File: src/rtl/prt_pkg.sv
`timescale 1ns / 1ps

package prt_pkg;

  // Store geometry and field widths.
  localparam int MAX_ELEMENTS = 64;
  localparam int ADDR_W       = $clog2(MAX_ELEMENTS);
  localparam int POS_W        = 7;
  localparam int VAL_W        = 8;
  localparam int SIZE_W       = 7;
  localparam int PASS_W       = 2;

  // Input and output tdata widths.
  localparam int IN_DATA_W  = 24;
  localparam int OUT_DATA_W = 16;

  // Configuration register indexes.
  localparam logic CFG_SIZE = 1'b0;
  localparam logic CFG_MODE = 1'b1;

  // Reset values of the configuration registers.
  localparam logic [SIZE_W-1:0] SIZE_RESET = SIZE_W'(15);
  localparam logic              MODE_RESET = 1'b1;

  // Reversal passes: a transposition runs three, a reversal only the last.
  localparam logic [PASS_W-1:0] PASS_FIRST  = 2'd0;
  localparam logic [PASS_W-1:0] PASS_SECOND = 2'd1;
  localparam logic [PASS_W-1:0] PASS_LAST   = 2'd2;

  typedef logic signed [VAL_W-1:0] value_t;
  typedef logic [POS_W-1:0]        pos_t;
  typedef logic [ADDR_W-1:0]       addr_t;

  typedef enum logic [1:0] {
    ACT_RESTORE   = 2'd0,
    ACT_READ      = 2'd1,
    ACT_REVERSE   = 2'd2,
    ACT_TRANSPOSE = 2'd3
  } act_t;

  typedef enum logic [2:0] {
    ST_IDLE,
    ST_RD_ISSUE,
    ST_RD_DATA,
    ST_ISSUE,
    ST_WR_LO,
    ST_WR_HI,
    ST_DONE
  } state_t;

  // Request from the sequencer to the permutation store.
  typedef struct packed {
    logic   clear;
    logic   rd_en;
    addr_t  rd_addr_a;
    addr_t  rd_addr_b;
    logic   wr_en;
    addr_t  wr_addr;
    value_t wr_data;
  } store_req_t;

  // Positions are 1-based; the store is addressed from zero.
  function automatic addr_t pos_addr(input pos_t pos);
    pos_t p;
    p = pos - POS_W'(1);
    return p[ADDR_W-1:0];
  endfunction

endpackage

File: src/rtl/permutation_reversal_transposition_core.sv
`timescale 1ns / 1ps

// Signed permutation store with read, restore, reversal and transposition.
// Input stream (in_*): one transaction per command; in_tready is high only
// while the block is idle. Output stream (out_*): exactly one transaction
// per command, carrying the entry read (zero otherwise) and an error flag
// for positions out of range, in which case the store is left unchanged.
// Configuration (cfg_*): index 0 sets the element count, index 1 the mode
// (1 keeps signs, 0 negates reversed entries); write only while idle.
// A reversal swaps pairs from both ends inward, and a transposition runs
// three such passes (two blocks, then the whole span). The single write
// port of the store sets the pace: every pair swap is a read of both
// entries followed by two writes, one per entry. The block is idle again,
// ready for the next command, once a result is placed in the output
// register, even if the receiver has not taken it. When the receiver
// stalls, a finished command waits until the output register frees. Reset
// loads the identity at once (per-entry valid bits) and sets the count to
// 15 and the mode to keep signs.
module permutation_reversal_transposition_core (
  input  logic                           clk,
  input  logic                           rst_n,
  // tdata: action[1:0], first_pos[8:2], second_pos[15:9], third_pos[22:16]
  input  logic                           in_tvalid,
  output logic                           in_tready,
  input  logic [prt_pkg::IN_DATA_W-1:0]  in_tdata,
  // tdata: entry_value[7:0], status[8]
  output logic                           out_tvalid,
  input  logic                           out_tready,
  output logic [prt_pkg::OUT_DATA_W-1:0] out_tdata,
  input  logic                           cfg_we,
  input  logic                           cfg_index,
  input  logic [prt_pkg::SIZE_W-1:0]     cfg_wdata
);

  logic [prt_pkg::SIZE_W-1:0] size_r;
  logic                       mode_r;
  prt_pkg::store_req_t        req;
  prt_pkg::value_t            rd_a;
  prt_pkg::value_t            rd_b;
  prt_pkg::value_t            entry_value;
  logic                       status;

  // Configuration registers.
  always_ff @(posedge clk) begin
    if (!rst_n) begin
      size_r <= prt_pkg::SIZE_RESET;
      mode_r <= prt_pkg::MODE_RESET;
    end else if (cfg_we) begin
      unique case (cfg_index)
        prt_pkg::CFG_SIZE: size_r <= cfg_wdata;
        prt_pkg::CFG_MODE: mode_r <= cfg_wdata[0];
        default: ;
      endcase
    end
  end

  prt_seq u_seq (
    .clk            (clk),
    .rst_n          (rst_n),
    .size_in_use    (size_r),
    .unsigned_mode  (mode_r),
    .in_valid       (in_tvalid),
    .in_ready       (in_tready),
    .in_action      (prt_pkg::act_t'(in_tdata[1:0])),
    .in_first_pos   (in_tdata[8:2]),
    .in_second_pos  (in_tdata[15:9]),
    .in_third_pos   (in_tdata[22:16]),
    .out_valid      (out_tvalid),
    .out_ready      (out_tready),
    .out_entry_value(entry_value),
    .out_status     (status),
    .req            (req),
    .rd_a           (rd_a),
    .rd_b           (rd_b)
  );

  prt_store u_store (
    .clk  (clk),
    .rst_n(rst_n),
    .req  (req),
    .rd_a (rd_a),
    .rd_b (rd_b)
  );

  assign out_tdata = {(prt_pkg::OUT_DATA_W - prt_pkg::VAL_W - 1)'(0), status, entry_value};

`ifndef SYNTHESIS
  // A rejected command never carries an entry value.
  a_err_zero: assert property (@(posedge clk) disable iff (!rst_n)
    out_tvalid && out_tdata[prt_pkg::VAL_W] |-> out_tdata[prt_pkg::VAL_W-1:0] == '0)
    else $error("error result carries a nonzero entry value");

  // One command at a time: acceptance drops ready for the next cycle.
  a_one_cmd: assert property (@(posedge clk) disable iff (!rst_n)
    in_tvalid && in_tready |=> !in_tready)
    else $error("ready stayed high after a command was accepted");

  // The swap unit never reads and writes the store in the same cycle.
  a_no_rw: assert property (@(posedge clk) disable iff (!rst_n)
    !(req.rd_en && req.wr_en))
    else $error("store read and write issued together");

  // The store is only touched while a command is in flight.
  a_idle_quiet: assert property (@(posedge clk) disable iff (!rst_n)
    in_tready && !in_tvalid |-> !req.wr_en && !req.rd_en && !req.clear)
    else $error("store access while idle");
`endif

endmodule

File: src/rtl/prt_ram.sv
`timescale 1ns / 1ps

// Generic RAM: one write port, two read ports with registered read data.
module prt_ram #(
  parameter int WIDTH = 8,
  parameter int DEPTH = 64
) (
  input  logic                     clk,
  input  logic                     we,
  input  logic [$clog2(DEPTH)-1:0] waddr,
  input  logic [WIDTH-1:0]         wdata,
  input  logic                     re,
  input  logic [$clog2(DEPTH)-1:0] raddr_a,
  input  logic [$clog2(DEPTH)-1:0] raddr_b,
  output logic [WIDTH-1:0]         rdata_a,
  output logic [WIDTH-1:0]         rdata_b
);

  logic [WIDTH-1:0] mem [DEPTH];

  always_ff @(posedge clk) begin
    if (we) begin
      mem[waddr] <= wdata;
    end
    if (re) begin
      rdata_a <= mem[raddr_a];
      rdata_b <= mem[raddr_b];
    end
  end

endmodule

File: src/rtl/prt_store.sv
`timescale 1ns / 1ps

// Permutation store: RAM plus one valid bit per entry. An entry that has
// not been written since reset or the last restore reads as the identity.
module prt_store (
  input  logic                clk,
  input  logic                rst_n,
  input  prt_pkg::store_req_t req,
  output prt_pkg::value_t     rd_a,
  output prt_pkg::value_t     rd_b
);

  logic [prt_pkg::MAX_ELEMENTS-1:0] valid_r;
  logic [prt_pkg::MAX_ELEMENTS-1:0] valid_nxt;
  prt_pkg::addr_t                   addr_a_r;
  prt_pkg::addr_t                   addr_b_r;
  logic                             vld_a_r;
  logic                             vld_b_r;
  logic [prt_pkg::VAL_W-1:0]        ram_a;
  logic [prt_pkg::VAL_W-1:0]        ram_b;

  prt_ram #(
    .WIDTH(prt_pkg::VAL_W),
    .DEPTH(prt_pkg::MAX_ELEMENTS)
  ) u_ram (
    .clk    (clk),
    .we     (req.wr_en),
    .waddr  (req.wr_addr),
    .wdata  (req.wr_data),
    .re     (req.rd_en),
    .raddr_a(req.rd_addr_a),
    .raddr_b(req.rd_addr_b),
    .rdata_a(ram_a),
    .rdata_b(ram_b)
  );

  // Valid bits: cleared by reset and restore, set by every write.
  always_comb begin
    valid_nxt = valid_r;
    if (req.clear) begin
      valid_nxt = '0;
    end else if (req.wr_en) begin
      valid_nxt[req.wr_addr] = 1'b1;
    end
  end

  always_ff @(posedge clk) begin
    if (!rst_n) begin
      valid_r <= '0;
    end else begin
      valid_r <= valid_nxt;
    end
  end

  // Address and valid bit follow the registered read data.
  always_ff @(posedge clk) begin
    if (req.rd_en) begin
      addr_a_r <= req.rd_addr_a;
      addr_b_r <= req.rd_addr_b;
      vld_a_r  <= valid_r[req.rd_addr_a];
      vld_b_r  <= valid_r[req.rd_addr_b];
    end
  end

  assign rd_a = vld_a_r ? prt_pkg::value_t'(ram_a)
                        : prt_pkg::value_t'(prt_pkg::VAL_W'(addr_a_r) + prt_pkg::VAL_W'(1));
  assign rd_b = vld_b_r ? prt_pkg::value_t'(ram_b)
                        : prt_pkg::value_t'(prt_pkg::VAL_W'(addr_b_r) + prt_pkg::VAL_W'(1));

endmodule

File: src/rtl/prt_seq.sv
`timescale 1ns / 1ps

// Sequencer: checks positions, then drives the shared swap unit over the
// store. A reversal swaps pairs from both ends inward; a transposition is
// three reversals (first block, second block, whole span) without negation.
module prt_seq (
  input  logic                       clk,
  input  logic                       rst_n,
  input  logic [prt_pkg::SIZE_W-1:0] size_in_use,
  input  logic                       unsigned_mode,
  input  logic                       in_valid,
  output logic                       in_ready,
  input  prt_pkg::act_t              in_action,
  input  prt_pkg::pos_t              in_first_pos,
  input  prt_pkg::pos_t              in_second_pos,
  input  prt_pkg::pos_t              in_third_pos,
  output logic                       out_valid,
  input  logic                       out_ready,
  output prt_pkg::value_t            out_entry_value,
  output logic                       out_status,
  output prt_pkg::store_req_t        req,
  input  prt_pkg::value_t            rd_a,
  input  prt_pkg::value_t            rd_b
);

  prt_pkg::state_t              state_r, state_nxt;
  prt_pkg::pos_t                i_r, i_nxt;
  prt_pkg::pos_t                j_r, j_nxt;
  prt_pkg::pos_t                k_r, k_nxt;
  prt_pkg::pos_t                x_r, x_nxt;
  prt_pkg::pos_t                y_r, y_nxt;
  logic [prt_pkg::PASS_W-1:0]   pass_r, pass_nxt;
  logic                         neg_r, neg_nxt;
  logic                         status_r, status_nxt;
  prt_pkg::value_t              value_r, value_nxt;
  logic                         out_valid_r, out_valid_nxt;
  prt_pkg::value_t              out_value_r, out_value_nxt;
  logic                         out_status_r, out_status_nxt;

  logic [prt_pkg::SIZE_W-1:0]   n;
  logic [prt_pkg::SIZE_W:0]     n_plus1;
  logic                         rd_ok;
  logic                         rev_ok;
  logic                         tr_ok;
  logic                         seg_done;

  // Clamp the element count into 1..MAX_ELEMENTS.
  always_comb begin
    if (size_in_use == '0) begin
      n = prt_pkg::SIZE_W'(1);
    end else if (size_in_use > prt_pkg::SIZE_W'(prt_pkg::MAX_ELEMENTS)) begin
      n = prt_pkg::SIZE_W'(prt_pkg::MAX_ELEMENTS);
    end else begin
      n = size_in_use;
    end
  end

  assign n_plus1 = {1'b0, n} + (prt_pkg::SIZE_W+1)'(1);

  // Position checks on the incoming transaction.
  assign rd_ok  = (in_first_pos != '0) && (in_first_pos <= n);
  assign rev_ok = (in_first_pos != '0) && (in_first_pos <= in_second_pos) &&
                  (in_second_pos <= n);
  assign tr_ok  = (in_first_pos != '0) && (in_first_pos < in_second_pos) &&
                  (in_second_pos < in_third_pos) && ({1'b0, in_third_pos} <= n_plus1);

  // Next state and store requests.
  always_comb begin
    state_nxt      = state_r;
    i_nxt          = i_r;
    j_nxt          = j_r;
    k_nxt          = k_r;
    x_nxt          = x_r;
    y_nxt          = y_r;
    pass_nxt       = pass_r;
    neg_nxt        = neg_r;
    status_nxt     = status_r;
    value_nxt      = value_r;
    out_valid_nxt  = out_valid_r && !out_ready;
    out_value_nxt  = out_value_r;
    out_status_nxt = out_status_r;
    seg_done       = 1'b0;
    in_ready       = 1'b0;
    req            = '0;
    req.rd_addr_a  = prt_pkg::pos_addr(x_r);
    req.rd_addr_b  = prt_pkg::pos_addr(y_r);
    req.wr_addr    = prt_pkg::pos_addr(x_r);
    req.wr_data    = neg_r ? -rd_b : rd_b;

    unique case (state_r)
      prt_pkg::ST_IDLE: begin
        in_ready = 1'b1;
        if (in_valid) begin
          i_nxt      = in_first_pos;
          j_nxt      = in_second_pos;
          k_nxt      = in_third_pos;
          status_nxt = 1'b0;
          value_nxt  = '0;
          unique case (in_action)
            prt_pkg::ACT_RESTORE: begin
              req.clear = 1'b1;
              state_nxt = prt_pkg::ST_DONE;
            end
            prt_pkg::ACT_READ: begin
              if (rd_ok) begin
                state_nxt = prt_pkg::ST_RD_ISSUE;
              end else begin
                status_nxt = 1'b1;
                state_nxt  = prt_pkg::ST_DONE;
              end
            end
            prt_pkg::ACT_REVERSE: begin
              if (rev_ok) begin
                x_nxt     = in_first_pos;
                y_nxt     = in_second_pos;
                neg_nxt   = !unsigned_mode;
                pass_nxt  = prt_pkg::PASS_LAST;
                state_nxt = prt_pkg::ST_ISSUE;
              end else begin
                status_nxt = 1'b1;
                state_nxt  = prt_pkg::ST_DONE;
              end
            end
            prt_pkg::ACT_TRANSPOSE: begin
              if (tr_ok) begin
                x_nxt     = in_first_pos;
                y_nxt     = in_second_pos - prt_pkg::POS_W'(1);
                neg_nxt   = 1'b0;
                pass_nxt  = prt_pkg::PASS_FIRST;
                state_nxt = prt_pkg::ST_ISSUE;
              end else begin
                status_nxt = 1'b1;
                state_nxt  = prt_pkg::ST_DONE;
              end
            end
            default: state_nxt = prt_pkg::ST_DONE;
          endcase
        end
      end
      prt_pkg::ST_RD_ISSUE: begin
        req.rd_en     = 1'b1;
        req.rd_addr_a = prt_pkg::pos_addr(i_r);
        state_nxt     = prt_pkg::ST_RD_DATA;
      end
      prt_pkg::ST_RD_DATA: begin
        value_nxt = rd_a;
        state_nxt = prt_pkg::ST_DONE;
      end
      prt_pkg::ST_ISSUE: begin
        req.rd_en = 1'b1;
        state_nxt = prt_pkg::ST_WR_LO;
      end
      prt_pkg::ST_WR_LO: begin
        // Lower position takes the upper value; the middle maps onto itself.
        req.wr_en = 1'b1;
        if (x_r == y_r) begin
          seg_done = 1'b1;
        end else begin
          state_nxt = prt_pkg::ST_WR_HI;
        end
      end
      prt_pkg::ST_WR_HI: begin
        req.wr_en   = 1'b1;
        req.wr_addr = prt_pkg::pos_addr(y_r);
        req.wr_data = neg_r ? -rd_a : rd_a;
        x_nxt       = x_r + prt_pkg::POS_W'(1);
        y_nxt       = y_r - prt_pkg::POS_W'(1);
        if (x_r + prt_pkg::POS_W'(2) <= y_r) begin
          state_nxt = prt_pkg::ST_ISSUE;
        end else begin
          seg_done = 1'b1;
        end
      end
      prt_pkg::ST_DONE: begin
        if (!out_valid_r || out_ready) begin
          out_valid_nxt  = 1'b1;
          out_value_nxt  = value_r;
          out_status_nxt = status_r;
          state_nxt      = prt_pkg::ST_IDLE;
        end
      end
      default: state_nxt = prt_pkg::ST_IDLE;
    endcase

    // End of one reversal pass: start the next span or finish.
    if (seg_done) begin
      priority if (pass_r == prt_pkg::PASS_FIRST) begin
        x_nxt     = j_r;
        y_nxt     = k_r - prt_pkg::POS_W'(1);
        pass_nxt  = prt_pkg::PASS_SECOND;
        state_nxt = prt_pkg::ST_ISSUE;
      end else if (pass_r == prt_pkg::PASS_SECOND) begin
        x_nxt     = i_r;
        y_nxt     = k_r - prt_pkg::POS_W'(1);
        pass_nxt  = prt_pkg::PASS_LAST;
        state_nxt = prt_pkg::ST_ISSUE;
      end else begin
        state_nxt = prt_pkg::ST_DONE;
      end
    end
  end

  // Control registers.
  always_ff @(posedge clk) begin
    if (!rst_n) begin
      state_r     <= prt_pkg::ST_IDLE;
      out_valid_r <= 1'b0;
    end else begin
      state_r     <= state_nxt;
      out_valid_r <= out_valid_nxt;
    end
  end

  // Working and result registers.
  always_ff @(posedge clk) begin
    i_r          <= i_nxt;
    j_r          <= j_nxt;
    k_r          <= k_nxt;
    x_r          <= x_nxt;
    y_r          <= y_nxt;
    pass_r       <= pass_nxt;
    neg_r        <= neg_nxt;
    status_r     <= status_nxt;
    value_r      <= value_nxt;
    out_value_r  <= out_value_nxt;
    out_status_r <= out_status_nxt;
  end

  assign out_valid       = out_valid_r;
  assign out_entry_value = out_value_r;
  assign out_status      = out_status_r;

endmodule

File: config.mk
export PLATFORM = sky130hd
export DESIGN_NAME = permutation_reversal_transposition_core
export DESIGN_NICKNAME = d
export VERILOG_FILES = /design/src/rtl/prt_pkg.sv /design/src/rtl/permutation_reversal_transposition_core.sv /design/src/rtl/prt_ram.sv /design/src/rtl/prt_store.sv /design/src/rtl/prt_seq.sv
export SDC_FILE = /design/constraint.sdc
export NUM_CORES = 1
export LEC_CHECK = 0
export ABC_AREA = 0
export BUFFER_PORTS_ARGS = -buffer_cell sky130_fd_sc_hd__buf_4
export CORE_MARGIN = 2
export CORE_UTILIZATION = 60
export CTS_CLUSTER_DIAMETER = 40
export CTS_CLUSTER_SIZE = 12
export DETAILED_ROUTE_END_ITERATION = 10
export PLACE_DENSITY = 0.81
export SLEW_MARGIN = 0
export SYNTH_ARGS = -nofsm -noshare
export SYNTH_HDL_FRONTEND = slang
export SYNTH_SLANG_ARGS = --single-unit
File: constraint.sdc
create_clock -name clk -period 12.85 [get_ports clk]
set_input_delay 1.9275 -clock clk [delete_from_list [all_inputs] [get_ports clk]]
set_output_delay 1.9275 -clock clk [all_outputs]
set_load 0.01 [all_outputs]
* Word-level counts from Yosys, hierarchy flattened
Memories as Yosys holds them, arrays and structs flattened. A register that Yosys moved wholly into a read port is not among the register bits.
Index checks and enable logic that the tools add are counted.
** Storage, ports and cells
- Bits in writable memories :: 512
- Logic and storage cells :: 167
- Output and inout bits :: 18
- Memories kept :: 1
- Input bits :: 37
- Register bits after elaboration :: 146
** Operators by class
- Order comparisons :: 12
- Reductions and logical operators :: 29
- $add $sub $neg :: 12
- Muxes and demuxes :: 72
- Equal/unequal tests :: 18
- Bitwise logic cells :: 3
** Memory list
- u_store.u_ram.mem :: words 64, bits a word 8, rd ports 2, clocked after Yosys merged registers in 2, wr ports 1, RTL line prt_ram.sv:19 : logic [WIDTH-1:0] mem [DEPTH];
** Operator list (number)
- $mux W7 :: 14
- $or A64 B64 Y64 :: 1
- $pmux W7 S2 :: 4
- $mux W8 :: 5
- $mux W3 :: 10
- $le A7 B7 Y1 :: 4
- $lt A6 B7 Y1 const B :: 3
- $pmux W3 S7 :: 1
- $sub A7 B1 Y7 const B :: 3
- $mux W1 :: 20
- $neg A8 Y8 :: 2
- $pmux W8 S2 :: 1
- $add A6 B1 Y7 const B :: 2
- $lt A7 B7 Y1 :: 2
- $mux W14 :: 1
- $mux W2 :: 7
- $bmux W1 S6 :: 2
- $pmux W3 S4 :: 1
- $sub A6 B1 Y6 const B :: 2
- $reduce_and A2 Y1 :: 5
- $eq A3 B3 Y1 const B :: 3
- $add A7 B1 Y8 const B :: 1
- $le A7 B8 Y1 :: 1
- $logic_and A1 B1 Y1 :: 8
- 29 further kinds :: 43

* Longest topological paths before layout
Gate-level depths: netlist of the first run.
- Depth after elaboration :: 13
- Mapped depth :: 18
- Mapped depth without buffers :: 17

* By module
From an unflattened synthesis of the first run, not the netlist that was laid out.
** Second synthesis, totals
- Cells, all modules :: 2225
- Area total of the unflattened synthesis :: 33767.4 um^2
** By module, submodules not included
- prt_ram :: cells each 1211, area an instance 24429.7 um^2, times used 1, sequential area each 15855.2 um^2
- prt_seq :: cells each 570, area an instance 5006.1 um^2, times used 1, sequential area each 1601.5 um^2
- prt_store :: cells each 400, area an instance 3931.3 um^2, times used 1, sequential area each 1701.6 um^2
- permutation_reversal_transposition_core :: cells each 44, area an instance 400.4 um^2, times used 1, sequential area each 160.2 um^2

* Worst setup path after synthesis of the first run
Ideal clock, no wire load.
- Path type :: reg2reg
- From :: register u_store.vld_a_r
- To :: memory u_store.u_ram.mem[0][4], data pin
- Setup slack :: 7821 ps
- Required time :: 12128 ps
- Stages on the path, launching flop included :: 9
- Arrival time :: 4308 ps
- Cell sequence :: edfxtp_1 buf_1 mux2i_1 ha_1 and3_1 nor3_1 a31oi_1 a21oi_1 a211oi_1
** RTL lines
- start: declaration :: RTL line prt_store.sv:17 : logic vld_a_r;
- start signal: assignment :: RTL line prt_store.sv:60 : vld_a_r <= valid_r[req.rd_addr_a];
- end: declaration :: RTL line prt_ram.sv:19

==> results of run 1 <==
flip-flops by register name (all words and copies together) (netlist names), 8 cells and up:
name,cells
u_seq.value_r,8
u_seq.out_entry_value,8
u_store.u_ram.rdata_b,8
u_store.u_ram.rdata_a,8
u_store.u_ram.mem,512
u_store.valid_r,64
power breakdown:
| part | switching (mW) | internal (mW) | total [mW] |
|---|---|---|---|
| clock network | 0.998 | 1.49 | 2.49 |
| registers | 0.174 | 2.83 | 3.00 |
| logic | 3.33 | 1.85 | 5.18 |
| total | 4.50 | 6.16 | 10.7 |
cells in the mapped netlist, drive strengths merged (6+ instances only):
cell / number / area share [%]
nor2: 127 / 1.4
o22a: 9 / 0.23
nand3: 53 / 0.78
o21a: 69 / 1.5
nand2: 80 / 0.89
mux4: 190 / 13
o211ai: 6 / 0.13
ha: 55 / 2.0
dfxtp: 92 / 5.5
a21o: 9 / 0.20
nor3: 19 / 0.28
nor4: 20 / 0.37
xor2: 18 / 0.47
mux2i: 161 / 4.8
inv: 49 / 0.54
edfxtp: 582 / 52
o41ai: 19 / 0.49
xnor2: 25 / 0.65
buf: 88 / 1.4
o21ai: 23 / 0.34
a31oi: 12 / 0.22
a211oi: 298 / 6.6
a21oi: 42 / 0.62
clkbuf: 93 / 1.0
or3: 6 / 0.11
and3: 12 / 0.22
nor2b: 157 / 2.9
nand4: 9 / 0.17
a32oi: 6 / 0.16
through the flow:
| step | power (mW) | setup WS, ps | std cells | cell area, µm² | util, % |
|---|---|---|---|---|---|
| global route | 11.0 | 7030 | 3225 | 37800 | 68.3 |
| global placement | 7.89 | 7230 | 3063 | 34800 | 62.8 |
| finish | 10.7 | 7260 | 3229 | 37800 | 68.3 |
| floorplan | 6.42 | 7820 | 2398 | 33800 | - |
| CTS | 10.5 | 7240 | 3225 | 37800 | 68.3 |
| detailed placement | 8.05 | 7210 | 3063 | 34800 | 62.8 |
final cells by class:
cell class / count / area [µm²]
multi-input combinational: 1494 / 13600
fill: 3639 / 17600
antenna: 4 / 10.0
inverter: 49 / 184
sequential: 674 / 19300
timing repair buffer: 98 / 773
clock inverter: 52 / 603
clock buffer: 110 / 2400
tap: 748 / 936
metal layers:
layer,GRT usage (%),routed length (µm),up-vias
met2,52.6,44600,1456
li1,-,-,9611
met5,0,13,-
met3,7.62,9720,317
met4,15.9,4830,2
met1,41.0,33100,11400
critical path: stages, from the launching register on:
cell and delay, ps:
dfxtp_4 820, inv_1 320, ha_4 800, buf_4 890, buf_4 790, mux4_2 590
mux4_2 590, mux4_2 470
cell usage in the layout, fill, tap and decap left out, types with 6 or more instances in the layout:
master      synthesis  layout
a211oi_1          298     297
a21o_1              9       9
a21oi_1            42      40
a31oi_1            12      12
a32oi_1             6       6
and3_1             12      12
buf_4              26      95
bufinv_16           0       7
clkbuf_1           93      12
clkbuf_16           0      89
clkbuf_8            0       9
clkinv_2            0       9
clkinvlp_4          0      19
conb_1              1       7
dfxtp_1            92      91
edfxtp_1          582     582
ha_1               55      54
inv_1              49      49
mux2i_1           160     158
mux4_2            190     190
nand2_1            80      80
nand3_1            53      53
nand4_1             9       9
nor2_1            127     127
nor2b_1           157     156
nor3_1             19      18
nor4_1             20      20
o211ai_1            6       6
o21a_1             69      69
o21ai_0            23      21
o22a_1              9       9
o41ai_1            19      19
or3_1               6       6
xnor2_1            25      23
xor2_1             18      17
kinds of logic (layout without fill, tap and decap cells):
family	Yosys count	count (layout)	share of synthesized area, %
muxes	352	352	17.5
AOI/OAI and AO/OA	531	531	11.5
DFF	674	674	57.2
buffers and inverters	230	309	3.02
and+or+nand+nor	506	506	7.62
other	1	11	0.0111
xor gates and xnor gates	43	43	1.11
adders and majority gates	55	55	2.04
worst max-delay path by stage:
| stage | start | end | slack [ps] | cells after the start |
|---|---|---|---|---|
| after CTS | u_seq.y_r[0] | u_store.vld_b_r | 7240 | 7 |
| after global routing | u_seq.y_r[0] | u_store.vld_b_r | 7030 | 7 |
| after global placement | u_seq.y_r[0] | u_store.vld_b_r | 7230 | 7 |
| final | u_seq.y_r[0] | u_store.vld_b_r | 7260 | 7 |
| after floorplan | u_store.vld_a_r | u_store.u_ram.mem[0][4] | 7820 | 8 |
| after detailed placement | u_seq.y_r[0] | u_store.vld_b_r | 7210 | 7 |
==> flow_summary_export.csv, run 1 <==
group,metric,value,unit
outcome,status,"finished clean",
synthesis,ys_seq_elements,674,
cts,ctsResizeCount,0,
synthesis,yosysWarningCount,0,
route,initialDrtViolationCount,3164,
timing,clock-skew-final,28.5,ps
job,maxCapViolations,0,
synthesis,ys_async_sr_fraction,0,%
synthesis,yosysSeqAreaShare,57.2,%
global_routing,antenna_found_initial,5,
synthesis,yosys_most_used_dff,"edfxtp_1",
setup_path,reg2reg_depth,7,
place,globalplace.congestion,0.920,
cts,cts_sinks,674,
place,numPortBuffers,46,
setup_path,required,13240,ps
timing,slew_violations,0,
setup_path,reg2reg_slack,7260,ps
timing,whs,418,ps
power,leakagePower,12.7,nW
synthesis,avgSynthCellArea,14.1,µm²
cts,post_cts_buffers,0,
setup_path,startpoint_type,"register",
global_routing,overflow,0,
setup_path,crit_fanout,60,
synthesis,syn_inst,2392,
cells_and_area,drive_gt1_share,18.6,%
die,io_pins,55,
power,ir_drop,0.000263,V
cts,insertion_delay,650,ps
setup_path,reg2reg_from,"u_seq.y_r[0]",
route,vias,22800,
die,die-width,241,µm
die,design.die.area,0.0582,mm²
timing,fin_crit_sh,43.5,%
worst_hold_path,hold_path.class,"reg -> reg",
route,wirelength,92300,µm
worst_hold_path,whs_endpoint,"u_seq.out_entry_value[5]",
route,antenna_left,0,
route,dr.pass1.iters,5,
timing,tightest_slew,1400,ps
timing,max_freq,179,MHz
synthesis,synth_cell_types,66,
global_routing,grt_use_total,32.3,%
die,core,0.0554,mm²
route,drcViolationCount,0,
cts,clk_pin_slew_worst_paths,70,ps
timing,max_slew_margin,6.53,%
cells_and_area,layout.nets,2497,
worst_hold_path,hold_start,"u_seq.value_r[5]",
synthesis,synth-edff-count,582,
timing,period_needed,5590,ps
power,powerDensity,282,mW/mm²
timing,rsz0062_at_grt,"no",
timing,setup_viol,0,
global_routing,grt_pass1_wl,138000,µm
cts,clockBufferDepth,3,
timing,finalHoldViolCount,0,
setup_path,arrival,5980,ps
setup_path,r2r-end,"u_store.vld_b_r",
cts,cts_hold_buf,0,
route,via_per_inst,7.06,
cts,cts_inserted_buffers,88,
cts,cts_tree,"done",
setup_path,endpoint_kind,"register",
route,wl_per_cell,28.6,µm
place,hpwlAfterDp,56000,µm
timing,setup-tns-final,0,ps
cells_and_area,syn2layout_area_growth,12.0,%
global_routing,grt_max_degree,186,
die,start_util,61.0,%
setup_path,crit_type,"reg -> reg",
global_routing,grt_pass1_vias,22500,
worst_hold_path,hold_path_depth,0,
synthesis,syn_area,0.0338,mm²
die,rows,86,
cts,cts_root_buffer,"clkbuf_16",
die,die-height,241,µm
cts,cts_htree_levels,3,
No activity file was read; power rests on OpenSTA's default activity.
==> run 2: changes to the inputs <==
Clock period 12.85 ns to 5.69 ns, I/O delays scaled along.
==> flow_summary_export.csv, run 2 (synthesis results as in run 1) <==
group,metric,value,unit
outcome,status,"finished clean",
timing,tightest_slew,1380,ps
cells_and_area,drive_gt1_share,19.0,%
timing,worst_slack,1120,ps
route,wl_per_cell,28.5,µm
timing,clock-skew-final,25.1,ps
route,vias,22900,
cells_and_area,reg_top3,"u_store.u_ram.mem: 512 flops, u_store.valid_r: 64 flops",
job,maxCapViolations,0,
die,die-width,241,µm
route,antenna_left,0,
route,wirelength,92400,µm
setup_path,startpoint_type,"register",
cells_and_area,syn2layout_area_growth,12.9,%
setup_path,path_buf_inv,3,
power,powerDensity,645,mW/mm²
die,die-height,241,µm
setup_path,max_stage_delay,890,ps
timing,finalHoldViolCount,0,
route,initialDrtViolationCount,2810,
place,dp_slack,1410,ps
global_routing,overflow,0,
setup_path,endpoint_kind,"register",
timing,setup_viol,0,
timing,max_slew_margin,7.84,%
place,globalplace.congestion,0.933,
cts,cts_root_buffer,"clkbuf_16",
place,numPortBuffers,46,
cts,clockBufferDepth,3,
setup_path,path_delay_family,"compound AO/OA/AOI/OAI gates",
timing,slew_violations,0,
setup_path,path_cells,"inv_1 -> ha_1 -> xor2_1 -> o21ai_0 -> inv_1 -> nand2_1 -> buf_4 -> a211oi_1 -> o41ai_1 -> nand3_1",
cells_and_area,largest_register_ffs,512,
cells_and_area,fillers,3554,
cts,ctsResizeCount,0,
timing,period_needed,4570,ps
power,leakagePower,12.9,nW
setup_path,required,6000,ps
die,rows,86,
cts,cts_htree_levels,3,
route,via_per_inst,7.08,
cts,clk_pin_slew_worst_paths,60,ps
cells_and_area,layout.nets,2503,
worst_hold_path,hold_path.class,"reg -> reg",
setup_path,arrival,4880,ps
die,design.die.area,0.0582,mm²
cts,cts_inserted_buffers,95,
timing,max_freq,219,MHz
cts,cts_sinks,674,
setup_path,slowest_stage,"o41ai_1",
cts,post_cts_buffers,0,
cells_and_area,regMostFlops,"u_store.u_ram.mem",
die,start_util,61.0,%
timing,rsz0062_at_grt,"no",
cells_and_area,layout_commonest_cell,"edfxtp_1",
timing,setup-tns-final,0,ps
setup_path,crit_fanout,14,
timing,fin_crit_sh,80.3,%
global_routing,grt_pass1_wl,139000,µm
cts,insertion_delay,650,ps
setup_path,crit_type,"reg -> reg",
global_routing,grt_max_degree,110,
route,dr.pass1.iters,8,
power,finalPower,24.6,mW
place,hpwlAfterDp,57800,µm
power,ir_drop,0.000660,V
global_routing,grt_pass1_vias,22700,
global_routing,antenna_found_initial,2,
route,drcViolationCount,0,
die,core,0.0554,mm²
global_routing,grt_use_total,32.4,%
setup_path,cpMostUsedCell,"inv_1",
cells_and_area,final_cell_mix,"582 x edfxtp_1, 297 x a211oi_1, 190 x mux4_2",
place,dp_cells,3062,
die,io_pins,55,
cells_and_area,fin_cells,3241,
cts,cts_hold_buf,0,
cts,cts_tree,"done",
## run 2: path summary, 6_finish.rpt
| check | startpoint | end | slack [ps] | depth (start not counted) |
|---|---|---|---|---|
| worst min-delay path | u_seq.value_r[5] | u_seq.out_entry_value[5] | 410 | 0 |
| worst max register to register | u_seq.x_r[0] | u_store.u_ram.rdata_a[6] | 1120 | 10 |
| worst min register to register | u_seq.value_r[5] | u_seq.out_entry_value[5] | 410 | 0 |
| worst max-delay path | u_seq.x_r[0] | u_store.u_ram.rdata_a[6] | 1120 | 10 |
## run 2: routing by layer
| metal | vias up | share of wire (%) | track usage (%) |
|---|---|---|---|
| met5 | - | 0.011 | 0 |
| met4 | 2 | 4.8 | 15.0 |
| met3 | 312 | 11 | 8.15 |
| met2 | 1500 | 47 | 51.0 |
| met1 | 11500 | 37 | 43.0 |
| li1 | 9629 | - | - |
## run 2: where the power goes
group	internal [mW]	total, mW	switching, mW
combinational	4.32	11.9	7.56
sequential	6.39	6.75	0.359
clock	3.65	6.00	2.35
total	14.4	24.6	10.3
## run 2: area by class of cell
class	instances	area (µm²)	area share (%)
sequential	674	19300	50.6
timing repair buffer	97	853	2.24
clock buffer	116	2540	6.65
tap	748	936	2.45
inverter	49	184	0.482
multi-input combinational	1494	13600	35.7
clock inverter	62	716	1.88
antenna	1	2.50	0.00656
## run 2: worst register-to-register path, stage by stage (launching register included)
cell and delay [ps]:
dfxtp_1 550, inv_1 210, ha_1 270, xor2_1 180, o21ai_0 500, inv_1 170, nand2_1 670, buf_4 430
a211oi_1 80, o41ai_1 890, nand3_1 280
## run 2: stage by stage
stage / area [µm²] / hold slack (ps) / utilization [%]
detailed placement: 34900 / 405 / 63.0
CTS: 38200 / 408 / 68.9
floorplan: 33800 / 400 / -
global placement: 34900 / 415 / 63.0
global route: 38200 / 408 / 68.9
finish: 38200 / 406 / 68.9
